[config.mk]
export PLATFORM = sky130hd
export DESIGN_NAME = stepper_position_tracker_core
export DESIGN_NICKNAME = d
export VERILOG_FILES = /design/src/hw/rtl/spt_pkg.sv /design/src/hw/rtl/stepper_position_tracker_core.sv /design/src/hw/rtl/spt_csr.sv /design/src/hw/rtl/spt_update.sv
export SDC_FILE = /design/constraint.sdc
export NUM_CORES = 1
export LEC_CHECK = 0
export BUFFER_PORTS_ARGS = -buffer_cell sky130_fd_sc_hd__buf_2
export CAP_MARGIN = 20
export CELL_PAD_IN_SITES_DETAIL_PLACEMENT = 0
export CELL_PAD_IN_SITES_GLOBAL_PLACEMENT = 1
export CORE_UTILIZATION = 51
export DETAILED_ROUTE_END_ITERATION = 12
export GPL_ROUTABILITY_DRIVEN = 0
export PLACE_DENSITY_LB_ADDON = 0.1
export SLEW_MARGIN = 20
export SYNTH_ARGS = -nofsm -noshare
export SYNTH_HDL_FRONTEND = slang
export SYNTH_HIERARCHICAL = 1
export SYNTH_SLANG_ARGS = --single-unit
export TNS_END_PERCENT = 10
[constraint.sdc]
create_clock -name clock -period 12.2 [get_ports clock]
set_input_delay 0.61 -clock clock [delete_from_list [all_inputs] [get_ports clock]]
set_output_delay 0.61 -clock clock [all_outputs]
set_load 0.05 [all_outputs]
[src/hw/rtl/spt_pkg.sv]
package spt_pkg;

   localparam int PositionWidth = 32;
   localparam int RateWidth     = 16;
   localparam int OpWidth       = 3;
   localparam int CsrIndexWidth = 2;
   localparam int CsrDataWidth  = 32;

   // Stream beat widths, rounded up to whole bytes.
   localparam int ReqDataWidth = 56;
   localparam int RspDataWidth = 56;

   typedef enum logic [OpWidth-1:0] {
      OP_STEP = 3'd0,
      OP_GOTO = 3'd1,
      OP_MOVE = 3'd2,
      OP_FREE = 3'd3,
      OP_STOP = 3'd4,
      OP_HOME = 3'd5
   } op_type;

   typedef enum logic [CsrIndexWidth-1:0] {
      CSR_MIN_POSITION = 2'd0,
      CSR_MIN_ENABLE   = 2'd1,
      CSR_MAX_POSITION = 2'd2,
      CSR_MAX_ENABLE   = 2'd3
   } csr_index_type;

   typedef struct packed {
      logic [PositionWidth-1:0] min_position;
      logic                     min_enable;
      logic [PositionWidth-1:0] max_position;
      logic                     max_enable;
   } csr_type;

   typedef struct packed {
      logic [PositionWidth-1:0] position;
      logic [PositionWidth-1:0] target;
      logic                     forward;
      logic                     free_mode;
      logic [RateWidth-1:0]     rate;
   } state_type;

   // One command as it sits in the input register.
   typedef struct packed {
      logic [OpWidth-1:0]       operation;
      logic [PositionWidth-1:0] amount;
      logic                     forward;
      logic [RateWidth-1:0]     rate;
   } cmd_type;

endpackage

[src/hw/rtl/stepper_position_tracker_core.sv]
// Stepper motor position tracker.
//
// Commands and step-edge events arrive as beats on the req_ stream: the
// operation code travels in req_tuser, its operands in req_tdata. Every
// accepted beat yields exactly one rsp_ beat carrying the position, the
// direction pin level, the step rate to drive and the free-run flag as they
// stand after that event.
//
// The datapath is two registers deep: a beat is captured in the input
// register, the next state is computed from it combinationally and written
// both to the state registers and to the result register. rsp_tvalid rises
// when that write happens, and one beat is taken every cycle while the
// receiver keeps rsp_tready high. When the receiver holds rsp_tready low,
// the result register keeps its beat, the input register fills, and
// req_tready drops once both are full; no beat is lost or repeated. The
// update of the state is a single compare-and-add stage, which sets the
// one-beat-per-cycle figure.
//
// Soft limits are written through the csr_ port; the user must write them only while the stream is idle (not enforced).
// Reset clears both stream registers, the limits (disabled, zero) and the
// state: position zero, target zero, forward, not free running, stopped.
module stepper_position_tracker_core
   import spt_pkg::*;
(
   input  logic                     clock,
   input  logic                     reset,

   input  logic                     req_tvalid,
   output logic                     req_tready,
   // [31:0] amount, [32] forward, [48:33] rate, [55:49] zero
   input  logic [ReqDataWidth-1:0]  req_tdata,
   // [2:0] operation
   input  logic [OpWidth-1:0]       req_tuser,

   output logic                     rsp_tvalid,
   input  logic                     rsp_tready,
   // [31:0] position, [32] direction_level, [48:33] step_rate,
   // [49] free_running, [55:50] zero
   output logic [RspDataWidth-1:0]  rsp_tdata,

   input  logic                     csr_we,
   input  logic [CsrIndexWidth-1:0] csr_index,
   input  logic [CsrDataWidth-1:0]  csr_wdata
);

   csr_type   cfg;
   state_type state_ff;
   state_type state_in;
   state_type state_next;
   cmd_type   cmd_ff;
   cmd_type   cmd_in;
   logic      cmd_valid_ff;
   logic      cmd_valid_in;
   logic      rsp_valid_ff;
   logic      rsp_valid_in;
   logic [RspDataWidth-1:0] rsp_data_ff;
   logic [RspDataWidth-1:0] rsp_data_in;
   logic      advance;
   logic      req_take;

   spt_csr u_csr (
      .clock     (clock),
      .reset     (reset),
      .csr_we    (csr_we),
      .csr_index (csr_index),
      .csr_wdata (csr_wdata),
      .cfg       (cfg)
   );

   spt_update u_update (
      .cmd        (cmd_ff),
      .state      (state_ff),
      .cfg        (cfg),
      .state_next (state_next)
   );

   // The held command moves on whenever the result register is free or
   // is being emptied in this cycle.
   assign advance    = cmd_valid_ff && (!rsp_valid_ff || rsp_tready);
   assign req_tready = !cmd_valid_ff || advance;
   assign req_take   = req_tvalid && req_tready;

   always_comb begin
      cmd_in = cmd_ff;
      if (req_take) begin
         cmd_in.operation = req_tuser;
         cmd_in.amount    = req_tdata[31:0];
         cmd_in.forward   = req_tdata[32];
         cmd_in.rate      = req_tdata[48:33];
      end
      cmd_valid_in = req_take || (cmd_valid_ff && !advance);

      state_in     = advance ? state_next : state_ff;
      rsp_valid_in = advance || (rsp_valid_ff && !rsp_tready);
      rsp_data_in  = rsp_data_ff;
      if (advance) begin
         rsp_data_in = {(RspDataWidth-50)'(0), state_next.free_mode, state_next.rate,
                        state_next.forward, state_next.position};
      end
   end

   always_ff @(posedge clock) begin
      if (reset) begin
         cmd_valid_ff      <= 1'b0;
         rsp_valid_ff      <= 1'b0;
         state_ff.position <= '0;
         state_ff.target   <= '0;
         state_ff.forward  <= 1'b1;
         state_ff.free_mode <= 1'b0;
         state_ff.rate     <= '0;
      end else begin
         cmd_valid_ff <= cmd_valid_in;
         rsp_valid_ff <= rsp_valid_in;
         state_ff     <= state_in;
      end
   end

   always_ff @(posedge clock) begin
      cmd_ff      <= cmd_in;
      rsp_data_ff <= rsp_data_in;
   end

   assign rsp_tvalid = rsp_valid_ff;
   assign rsp_tdata  = rsp_data_ff;

`ifndef SYNTHESIS
   // The tracked state changes only when a command is executed.
   a_state_holds: assert property (@(posedge clock) disable iff (reset)
      !advance |=> $stable(state_ff))
      else $error("state changed without an executed command");

   // A stop command always leaves the motor stopped.
   a_stop_stops: assert property (@(posedge clock) disable iff (reset)
      (advance && cmd_ff.operation == OP_STOP) |=> (state_ff.rate == '0))
      else $error("stop did not clear the step rate");

   // Set home puts the position at zero.
   a_home_zero: assert property (@(posedge clock) disable iff (reset)
      (advance && cmd_ff.operation == OP_HOME) |=> (state_ff.position == '0))
      else $error("set home did not zero the position");

   // Free rotate enters free-run mode and the result reports it.
   a_free_mode: assert property (@(posedge clock) disable iff (reset)
      (advance && cmd_ff.operation == OP_FREE) |=> (state_ff.free_mode && rsp_tdata[49]))
      else $error("free rotate did not set free-run mode");
`endif

endmodule

[src/hw/rtl/spt_csr.sv]
module spt_csr
   import spt_pkg::*;
(
   input  logic                     clock,
   input  logic                     reset,
   input  logic                     csr_we,
   input  logic [CsrIndexWidth-1:0] csr_index,
   input  logic [CsrDataWidth-1:0]  csr_wdata,
   output csr_type                  cfg
);

   csr_type cfg_ff;
   csr_type cfg_in;

   always_comb begin
      cfg_in = cfg_ff;
      if (csr_we) begin
         case (csr_index_type'(csr_index))
            CSR_MIN_POSITION: cfg_in.min_position = csr_wdata[PositionWidth-1:0];
            CSR_MIN_ENABLE:   cfg_in.min_enable   = csr_wdata[0];
            CSR_MAX_POSITION: cfg_in.max_position = csr_wdata[PositionWidth-1:0];
            CSR_MAX_ENABLE:   cfg_in.max_enable   = csr_wdata[0];
            default:          cfg_in = cfg_ff;
         endcase
      end
   end

   always_ff @(posedge clock) begin
      if (reset) begin
         cfg_ff <= '0;
      end else begin
         cfg_ff <= cfg_in;
      end
   end

   assign cfg = cfg_ff;

endmodule

[src/hw/rtl/spt_update.sv]
module spt_update
   import spt_pkg::*;
(
   input  cmd_type   cmd,
   input  state_type state,
   input  csr_type   cfg,
   output state_type state_next
);

   logic [PositionWidth-1:0] step_pos;
   logic [PositionWidth-1:0] dest;
   logic                     hit_target;
   logic                     hit_min;
   logic                     hit_max;

   always_comb begin
      step_pos = state.forward ? state.position + PositionWidth'(1)
                               : state.position - PositionWidth'(1);
      hit_target = !state.free_mode && (state.target == step_pos);
      hit_min = cfg.min_enable && ($signed(step_pos) <= $signed(cfg.min_position));
      hit_max = cfg.max_enable && ($signed(step_pos) >= $signed(cfg.max_position));

      if (cmd.operation == OP_GOTO) begin
         dest = cmd.amount;
      end else if (cmd.forward) begin
         dest = state.position + cmd.amount;
      end else begin
         dest = state.position - cmd.amount;
      end

      state_next = state;
      case (op_type'(cmd.operation))
         OP_STEP: begin
            state_next.position = step_pos;
            if (hit_target || hit_min || hit_max) begin
               state_next.rate = '0;
            end
         end
         OP_GOTO, OP_MOVE: begin
            state_next.free_mode = 1'b0;
            // A move onto the current position leaves target, direction and rate alone.
            if (dest != state.position) begin
               state_next.target  = dest;
               state_next.forward = $signed(dest) > $signed(state.position);
               state_next.rate    = cmd.rate;
            end
         end
         OP_FREE: begin
            state_next.forward   = cmd.forward;
            state_next.rate      = cmd.rate;
            state_next.free_mode = 1'b1;
         end
         OP_STOP: state_next.rate = '0;
         OP_HOME: state_next.position = '0;
         default: state_next = state;
      endcase
   end

endmodule
[Word level (Yosys, flattened, before mapping)]
Index checks and enable logic that the tools add are counted.
Word-level totals
  register bits after elaboration: 252
  output and inout port bits: 58
  input bits: 98
Operators by class
  equal/unequal tests: 10
  magnitude comparators: 3
  add/sub/neg operators: 4
  mux-type cells: 9
  reductions and logical operators: 26
Operators by type and width (count)
  two-way mux 32 bit: 3
  one-hot mux 16 bit (4 select lines): 1
  one-hot mux 32 bit (2 select lines): 1
  adder 32 x 1 -> 32 bit (second input constant): 1
  adder 32 bit: 1
  equality test 32 bit: 1
  >= comparator 32 bit: 1
  > comparator 32 bit: 1
  <= comparator 32 bit: 1
  two-way mux 16 bit: 2
  != test 32 bit: 1
  subtractor 32 x 1 -> 32 bit (second input constant): 1
  subtractor 32 bit: 1
  AND reduction 2 bit: 4
  logical AND 1 bit: 7
  equality test 3 x 2 -> 1 bit (second input constant): 2
  equality test 3 bit (second input constant): 2
  logical OR 1 bit: 6
  logical NOT 1 bit: 5
  equality test 2 bit (second input constant): 2
  one-hot mux 2 bit (2 select lines): 1
  equality test 3 x 1 -> 1 bit (second input constant): 1
  logical NOT 3 bit: 1
  AND reduction 3 bit: 1
  4 further kinds: 4

[Longest topological paths before layout]
Gate-level depths: netlist (run 1).
  depth in word-level cells: 8
  depth in mapped cells: 34

[Hierarchy]
The synthesis (run 1) kept the hierarchy.
Modules (own cells, without submodules)
  spt_update: sequential area each 0.0 um^2, instances 1, area each 9191.3 um^2, cells an instance 1340
  stepper_position_tracker_core: sequential area each 4744.6 um^2, instances 1, area each 6926.6 um^2, cells an instance 474
  spt_csr: sequential area each 1321.3 um^2, instances 1, area each 2753.9 um^2, cells an instance 254

[Least setup slack after synthesis (run 1)]
No wires, ideal clock.
  path type: flip-flop to flip-flop
  start: register cmd_ff[20] in the netlist's numbering
  end: register state_ff[24] in the netlist's numbering
  stages on the path, launching flop included: 28
  buffers on the path: 2
  arrival: 6.221 ns
  slack: 5.861 ns
  cell sequence: edfxtp_1 > or3_1 > or2_2 > nor3_1 > a21oi_1 > xor2_1 > ha_1 > clkbuf_1 > a21oi_1 > a21oi_1 > or3_1 > o21ai_0 > a21oi_1 > a41o_1 > a41oi_1 > xnor2_1 > or3_1 > nand2_1 > ha_1 > nand4_1 > nor2_1 > nand4_1 > nor3_1 > nor4_1 > clkbuf_1 > mux2_2 > nand2b_1 > mux2i_1
On the way
  word-level cells in the longest chain between the ends: 5
Ends and longest elaborated chain
  from (decl): RTL line stepper_position_tracker_core.sv:50  | cmd_type cmd_ff;
  from (signal assigned): RTL line stepper_position_tracker_core.sv:119  | cmd_ff <= cmd_in;
  subtractor 32 bit / adder 32 bit (equally long branches): RTL line spt_update.sv:28, spt_update.sv:26
  two-way mux 32 bit: RTL line spt_update.sv:25  | end else if (cmd.forward) begin
  two-way mux 32 bit (*): RTL line spt_update.sv:23  | if (cmd.operation == OP_GOTO) begin
  != test 32 bit: RTL line spt_update.sv:42  | if (dest != state.position) begin
  AND reduction 3 bit (no line)
  to (signal assigned): RTL line stepper_position_tracker_core.sv:114  | state_ff <= state_in;
  to (decl): RTL line stepper_position_tracker_core.sv:47  | state_type state_ff;
Every way passes the cells marked *; elsewhere a longest branch is shown, timed or not.
A chain may end at the register's enable or synchronous reset.

==> results of run 1 <==
-- synthesized netlist by cell type, drive strengths merged (14+ instances only) --
cell    instances
o21ai          89
dfxtp         150
nor4           20
ha            158
xor2           48
nor3           34
a31oi          17
a211oi         15
a21o           42
buf            38
clkbuf         65
a21oi         121
nor2b          14
nand2b        294
xnor2          55
nand2          92
or3            16
a22oi          18
mux2           31
nand4          28
edfxtp        102
inv           135
nor2          109
nand3          32
a22o           31
mux2i         152
and3           14
-- cells in the final DEF, fill, tap and decap left out, types with 32 or more instances in the layout --
| cell | Yosys | final |
|---|---|---|
| nand2b_1 | 293 | 292 |
| ha_1 | 158 | 158 |
| mux2i_1 | 152 | 152 |
| dfxtp_1 | 150 | 150 |
| buf_2 | 12 | 141 |
| inv_1 | 135 | 135 |
| a21oi_1 | 120 | 119 |
| nor2_1 | 109 | 109 |
| edfxtp_1 | 102 | 102 |
| nand2_1 | 92 | 92 |
| o21ai_0 | 75 | 75 |
| xnor2_1 | 54 | 54 |
| xor2_1 | 48 | 48 |
| a21o_1 | 42 | 42 |
| nor3_1 | 34 | 33 |
| nand3_1 | 32 | 32 |
-- final cells by class --
cell class,instances,share of cell area [%]
Clock buffer,42,4.046
Clock inverter,12,0.3573
Inverter,135,2.453
Multi-Input combinational cell,1583,56.78
Sequential cell,252,29.36
Tap cell,468,2.834
Timing Repair Buffer,160,4.167
-- worst paths after layout --
path	endpoint	cells past startpoint
setup / recovery	state_ff[3]$_SDFFE_PP0P_	31
hold reg to reg	u_csr/cfg[38]$_SDFFE_PP0P_	2
setup reg to reg	state_ff[3]$_SDFFE_PP0P_	31
hold / removal	cmd_ff[37]$_DFFE_PP_	1
-- routing by layer --
metal	wire, um	track usage (%)	part of all wire (%)	vias to the layer above
met2	22640	42.61	47	353
li1	-	-	-	7578
met5	0	0	0	-
met1	22200	34.41	46	7129
met4	1565	7.966	3.2	0
met3	2142	2.828	4.4	83
-- power by group --
group          total, mW  internal (mW)  switching (mW)  leakage (nW)
clock network      0.837          0.476           0.362         0.449
logic              0.431          0.174           0.257          5.78
registers          0.935          0.911          0.0238          2.20
total               2.20           1.56           0.643          8.43
-- logic make-up (layout without fill, tap and decap cells) --
group	Yosys count	count (layout)	share of synthesized area, %
other cells	1	6	0.01987
buf+inv	238	349	5.967
fa+ha+maj	160	160	10.69
simple gates	694	694	20.48
compound gates	434	434	15.60
mux	183	183	9.912
flops	252	252	32.14
xor+xnor	106	106	5.191
-- flip-flops by register name (all words and copies together) (netlist names) --
name,flops
rsp_tvalid,1
cmd_valid_ff,1
cmd_ff,52
rsp_tdata,50
u_csr/cfg,66
state_ff,82
==> flow_summary.toml, run 1 <==
[synthesis]
yosys.area.top_type = "edfxtp_1"
netlist.area_leader.share_pct = 16.23
synth-edff-count = 102
synth_cells = 2068
syn_area_per_cell_um2 = 9.126
ys_warn_count = 6
synth-seq-cells = 252
ys_types = 92
yosysSeqAreaShare_pct = 32.14
synthTopCellsByArea = "edfxtp_1, dfxtp_1, ha_1, nand2b_1, mux2i_1"
async_flop_share_pct = 0
synth-main-ff-cell = "dfxtp_1"
syn-cell-area_mm2 = 0.01887

[sta]
maxSlewViolCount = 0
skew_ns = 0.02849
rsz0062_at_grt = "no"
worst_pin_slew_ns = 1.030
min_period_over_period_pct = 65.35
finalSetupViolations = 0
hold_slack_ns = 0.2024
relSlewSlack_pct = 31.18
fmax_mhz = 125.4
fin_tns_setup_ns = 0
finalHoldViolations = 0
fin_ws_ns = 4.228
fin_crit_ns = 7.972

[die]
num_rows = 70
die_w_um = 194.4
core_area_mm2 = 0.03652
die_h_um = 194.4
pin_count = 156
die-area_mm2 = 0.03778
start_util_pct = 51.67

[clocking]
cts.repair.resized = 0
clock_sinks = 252
htreeDepth = 1
cts_buffers = 29
ctsLongestPathBuffers = 3
cts_tree = "yes"
path_clk_slew_ns = 0.06
root_buffer = "clkbuf_16"
cts_setup_buffers = 0
insertion_delay_ns = 0.58
ctsHoldBuffers = 0

[critical_path]
cp-startpoint = "cmd_ff[20]$_DFFE_PP_"
cp.required_ns = 12.70
cp-end-kind = "flip-flop"
cp.arrival_ns = 8.48
critPathMaxStageDelay_ns = 0.58
reg2reg_from = "cmd_ff[20]$_DFFE_PP_"
startpoint_type = "flip-flop"
rrSetupSlack_ns = 4.23
cpMaxStageDelayCell = "nor3_1"
crit_top_cell = "o21ai_0"
critPathBufInv = 1
cp_max_fo = 16
cp_top_family = "simple AND/OR/NAND/NOR gates"
worstSetupPathType = "flip-flop to flip-flop"

[finish]
drive_above_1_share_pct = 12.45
instances_no_fill = 2652
seq_area_mm2 = 0.006066
diodes = 0
fin_nets = 2419
fin_util_pct = 56.56
areaGrowthSynthToFinish_pct = 9.468
multi_input_area_mm2 = 0.01173
fin_area_mm2 = 0.02066
n_fill_cell = 3361

[detailed_routing]
drc = 0
wirelength_mm = 48.54
firstDrtPassIters = 8
post_drt_via_cell_ratio = 5.710
vias = 15143
drt-initial-drc-count = 1033
wire_per_inst_um = 18.30
drtAntennaViolNets = 0

[worst_hold_path]
hp-class = "input port to flip-flop"
min_from = "req_tdata[20]"

[status]
status = "finished, final reports clean"

[grt]
grt_usage_pct = 25.46
gr-total-overflow = 0
antenna_found_initial = 0
first_global_vias = 14484
grt_start_max_net_pins = 141
grt_pass1_wl_mm = 77.57

[pwr]
p_leak_nw = 8.429
cellPowerDensity_mw_per_mm2 = 106.7
p_total_mw = 2.203
ir_worst_vdd_v = 0.0001160

[placed_design]
placed_cell_area_mm2 = 0.01973
placed_cells = 2597
place_hpwl_mm = 36.58
place_ws_ns = 4.359
port_buffers = 142

[job]
drv_cap = 0
(Power assumes the default switching activity.)
==> run 2: changes to the inputs <==
--- a/config.mk
+++ b/config.mk
@@ -9,7 +9,7 @@
 export CAP_MARGIN = 20
 export CELL_PAD_IN_SITES_DETAIL_PLACEMENT = 0
 export CELL_PAD_IN_SITES_GLOBAL_PLACEMENT = 1
-export CORE_UTILIZATION = 51
+export CORE_UTILIZATION = 43
 export DETAILED_ROUTE_END_ITERATION = 12
 export GPL_ROUTABILITY_DRIVEN = 0
 export PLACE_DENSITY_LB_ADDON = 0.1
==> constraint.sdc (replaced) <==
create_clock -name clock -period 6.5 [get_ports clock]
set_input_delay 0.325 -clock clock [delete_from_list [all_inputs] [get_ports clock]]
set_output_delay 0.325 -clock clock [all_outputs]
set_load 0.05 [all_outputs]
==> run 2 against run 1 <==
  * Critical path depth grew 2
  * Sequential share of layout area shrank 3.4 points
  * Maximum frequency grew 24%
  * Global-route usage is 0.57 points lower
  * Design area grew 13%
  * Non-clock buffer count is 260 higher
  * Wire length is 17% higher
  * Sequential cell count unchanged
  * Register-to-register slack lost 4.1 ns
  * Core utilization decreased by 2.5 points
  * Final cell count grew 14%
  * Die area increased by 18%
==> flow_summary.toml, run 2 (same netlist as run 1, synthesis figures left out) <==
[finish]
largest_register_ff_count = 82
diodes = 0
final_cell_mix = "nand2b_1, buf_4, ha_1, mux2i_1, dfxtp_1"
areaGrowthSynthToFinish_pct = 23.59
fin_nets = 2681
top_register = "state_ff"
drive_above_1_share_pct = 20.63
instances_no_fill = 3033
fin_util_pct = 54.03
layout_commonest_cell = "nand2b_1"

[detailed_routing]
drc = 0
firstDrtPassIters = 7
drtAntennaViolNets = 0
vias = 16172
drt-initial-drc-count = 898
wirelength_mm = 56.69
post_drt_via_cell_ratio = 5.332
wire_per_inst_um = 18.69

[sta]
fmax_mhz = 155.8
fin_tns_setup_ns = 0
worst_pin_slew_ns = 1.036
skew_ns = 0.01546
finalHoldViolations = 0
fin_ws_ns = 0.08028
maxSlewViolCount = 0
relSlewSlack_pct = 30.95
min_period_over_period_pct = 98.76
fin_crit_ns = 6.420
rsz0062_at_grt = "yes"
finalSetupViolations = 0

[clocking]
cts_buffers = 31
insertion_delay_ns = 0.60
cts_tree = "yes"
root_buffer = "clkbuf_16"
path_clk_slew_ns = 0.06
clock_sinks = 252
ctsLongestPathBuffers = 3
htreeDepth = 1

[critical_path]
cp.required_ns = 7.02
worstSetupPathType = "flip-flop to flip-flop"
cpMaxStageDelayCell = "or3_4"
cp.arrival_ns = 6.94
startpoint_type = "flip-flop"
critPathMaxStageDelay_ns = 0.42
cp_max_fo = 8
cp-end-kind = "flip-flop"

[grt]
antenna_found_initial = 0
grt_start_max_net_pins = 134
gr-total-overflow = 0
first_global_vias = 15650
grt_usage_pct = 24.89
grt_pass1_wl_mm = 87.42

[die]
die_h_um = 211.5
start_util_pct = 43.71
core_area_mm2 = 0.04317
die_w_um = 211.5
num_rows = 76
die-area_mm2 = 0.04473
pin_count = 156

[worst_hold_path]
hp-class = "input port to flip-flop"

[placed_design]
port_buffers = 142
place_ws_ns = -0.4410
placed_cells = 2896
place_hpwl_mm = 42.73

[pwr]
cellPowerDensity_mw_per_mm2 = 187.1
ir_worst_vdd_v = 0.0002235
p_leak_nw = 9.783

[job]
drv_cap = 0

[status]
status = "finished, final reports clean"
[run 2: layer usage]
| layer | track usage (%) | share of wire (%) |
|---|---|---|
| met1 | 34.15 | 47 |
| met2 | 42.01 | 47 |
| met3 | 2.937 | 3.8 |
| met4 | 4.823 | 1.8 |
| met5 | 0 | 0 |
[run 2: area by class of cell]
type	count	area, um^2
Clock inverter	14	87.58
Sequential cell	252	6066
Inverter	135	506.7
Clock buffer	44	854.6
Timing Repair Buffer	420	3098
Tap cell	585	732.0
Multi-Input combinational cell	1583	11980
Fill cell	4042	19850
[run 2: repair_timing]
action / CTS / global route
hold buffers: 66 / 0
setup endpoints to repair: 32 / 63
resized for setup: 9 / 61
setup buffers: 1 / 13
pin swaps: 4 / 29
cloned: 0 / 1
endpoints found under the hold margin: 75 / 0
[run 2: worst max-delay path: cells and delay by family, from the launching register on]
kind	cells	cell delay, ns
compound gates	10	1.57
xor+xnor	2	0.36
fa+ha+maj	2	0.66
buf+inv	6	0.88
flops	1	0.38
mux	1	0.15
simple gates	12	2.32
[run 2: power by group]
part           total [mW]  internal, mW  switching [mW]  leakage (nW)
clock network        1.63         0.914           0.714         0.460
registers            1.75          1.71          0.0441          2.20
logic               0.981         0.436           0.544          7.12
[run 2: final timing paths]
check / from / slack [ns] / endpoint / cells past startpoint
min reg2reg: u_csr/cfg[26]$_SDFFE_PP0P_ / 0.48 / u_csr/cfg[26]$_SDFFE_PP0P_ / 2
min: csr_wdata[29] / 0.02 / u_csr/cfg[63]$_SDFFE_PP0P_ / 3
max: cmd_ff[21]$_DFFE_PP_ / 0.08 / state_ff[11]$_SDFFE_PP0P_ / 33
max reg2reg: cmd_ff[21]$_DFFE_PP_ / 0.08 / state_ff[11]$_SDFFE_PP0P_ / 33
[run 2: through the flow]
| stage | power [mW] | area [um^2] | hold WS, ns |
|---|---|---|---|
| floorplan | 2.396 | 18890 | 0.4239 |
| detailed placement | 2.704 | 21320 | 0.4641 |
| global route | 4.553 | 23320 | 0.009903 |
| global placement | 2.687 | 21320 | 0.4590 |
| finish | 4.363 | 23320 | 0.02176 |
| CTS | 4.378 | 22970 | 0.001736 |
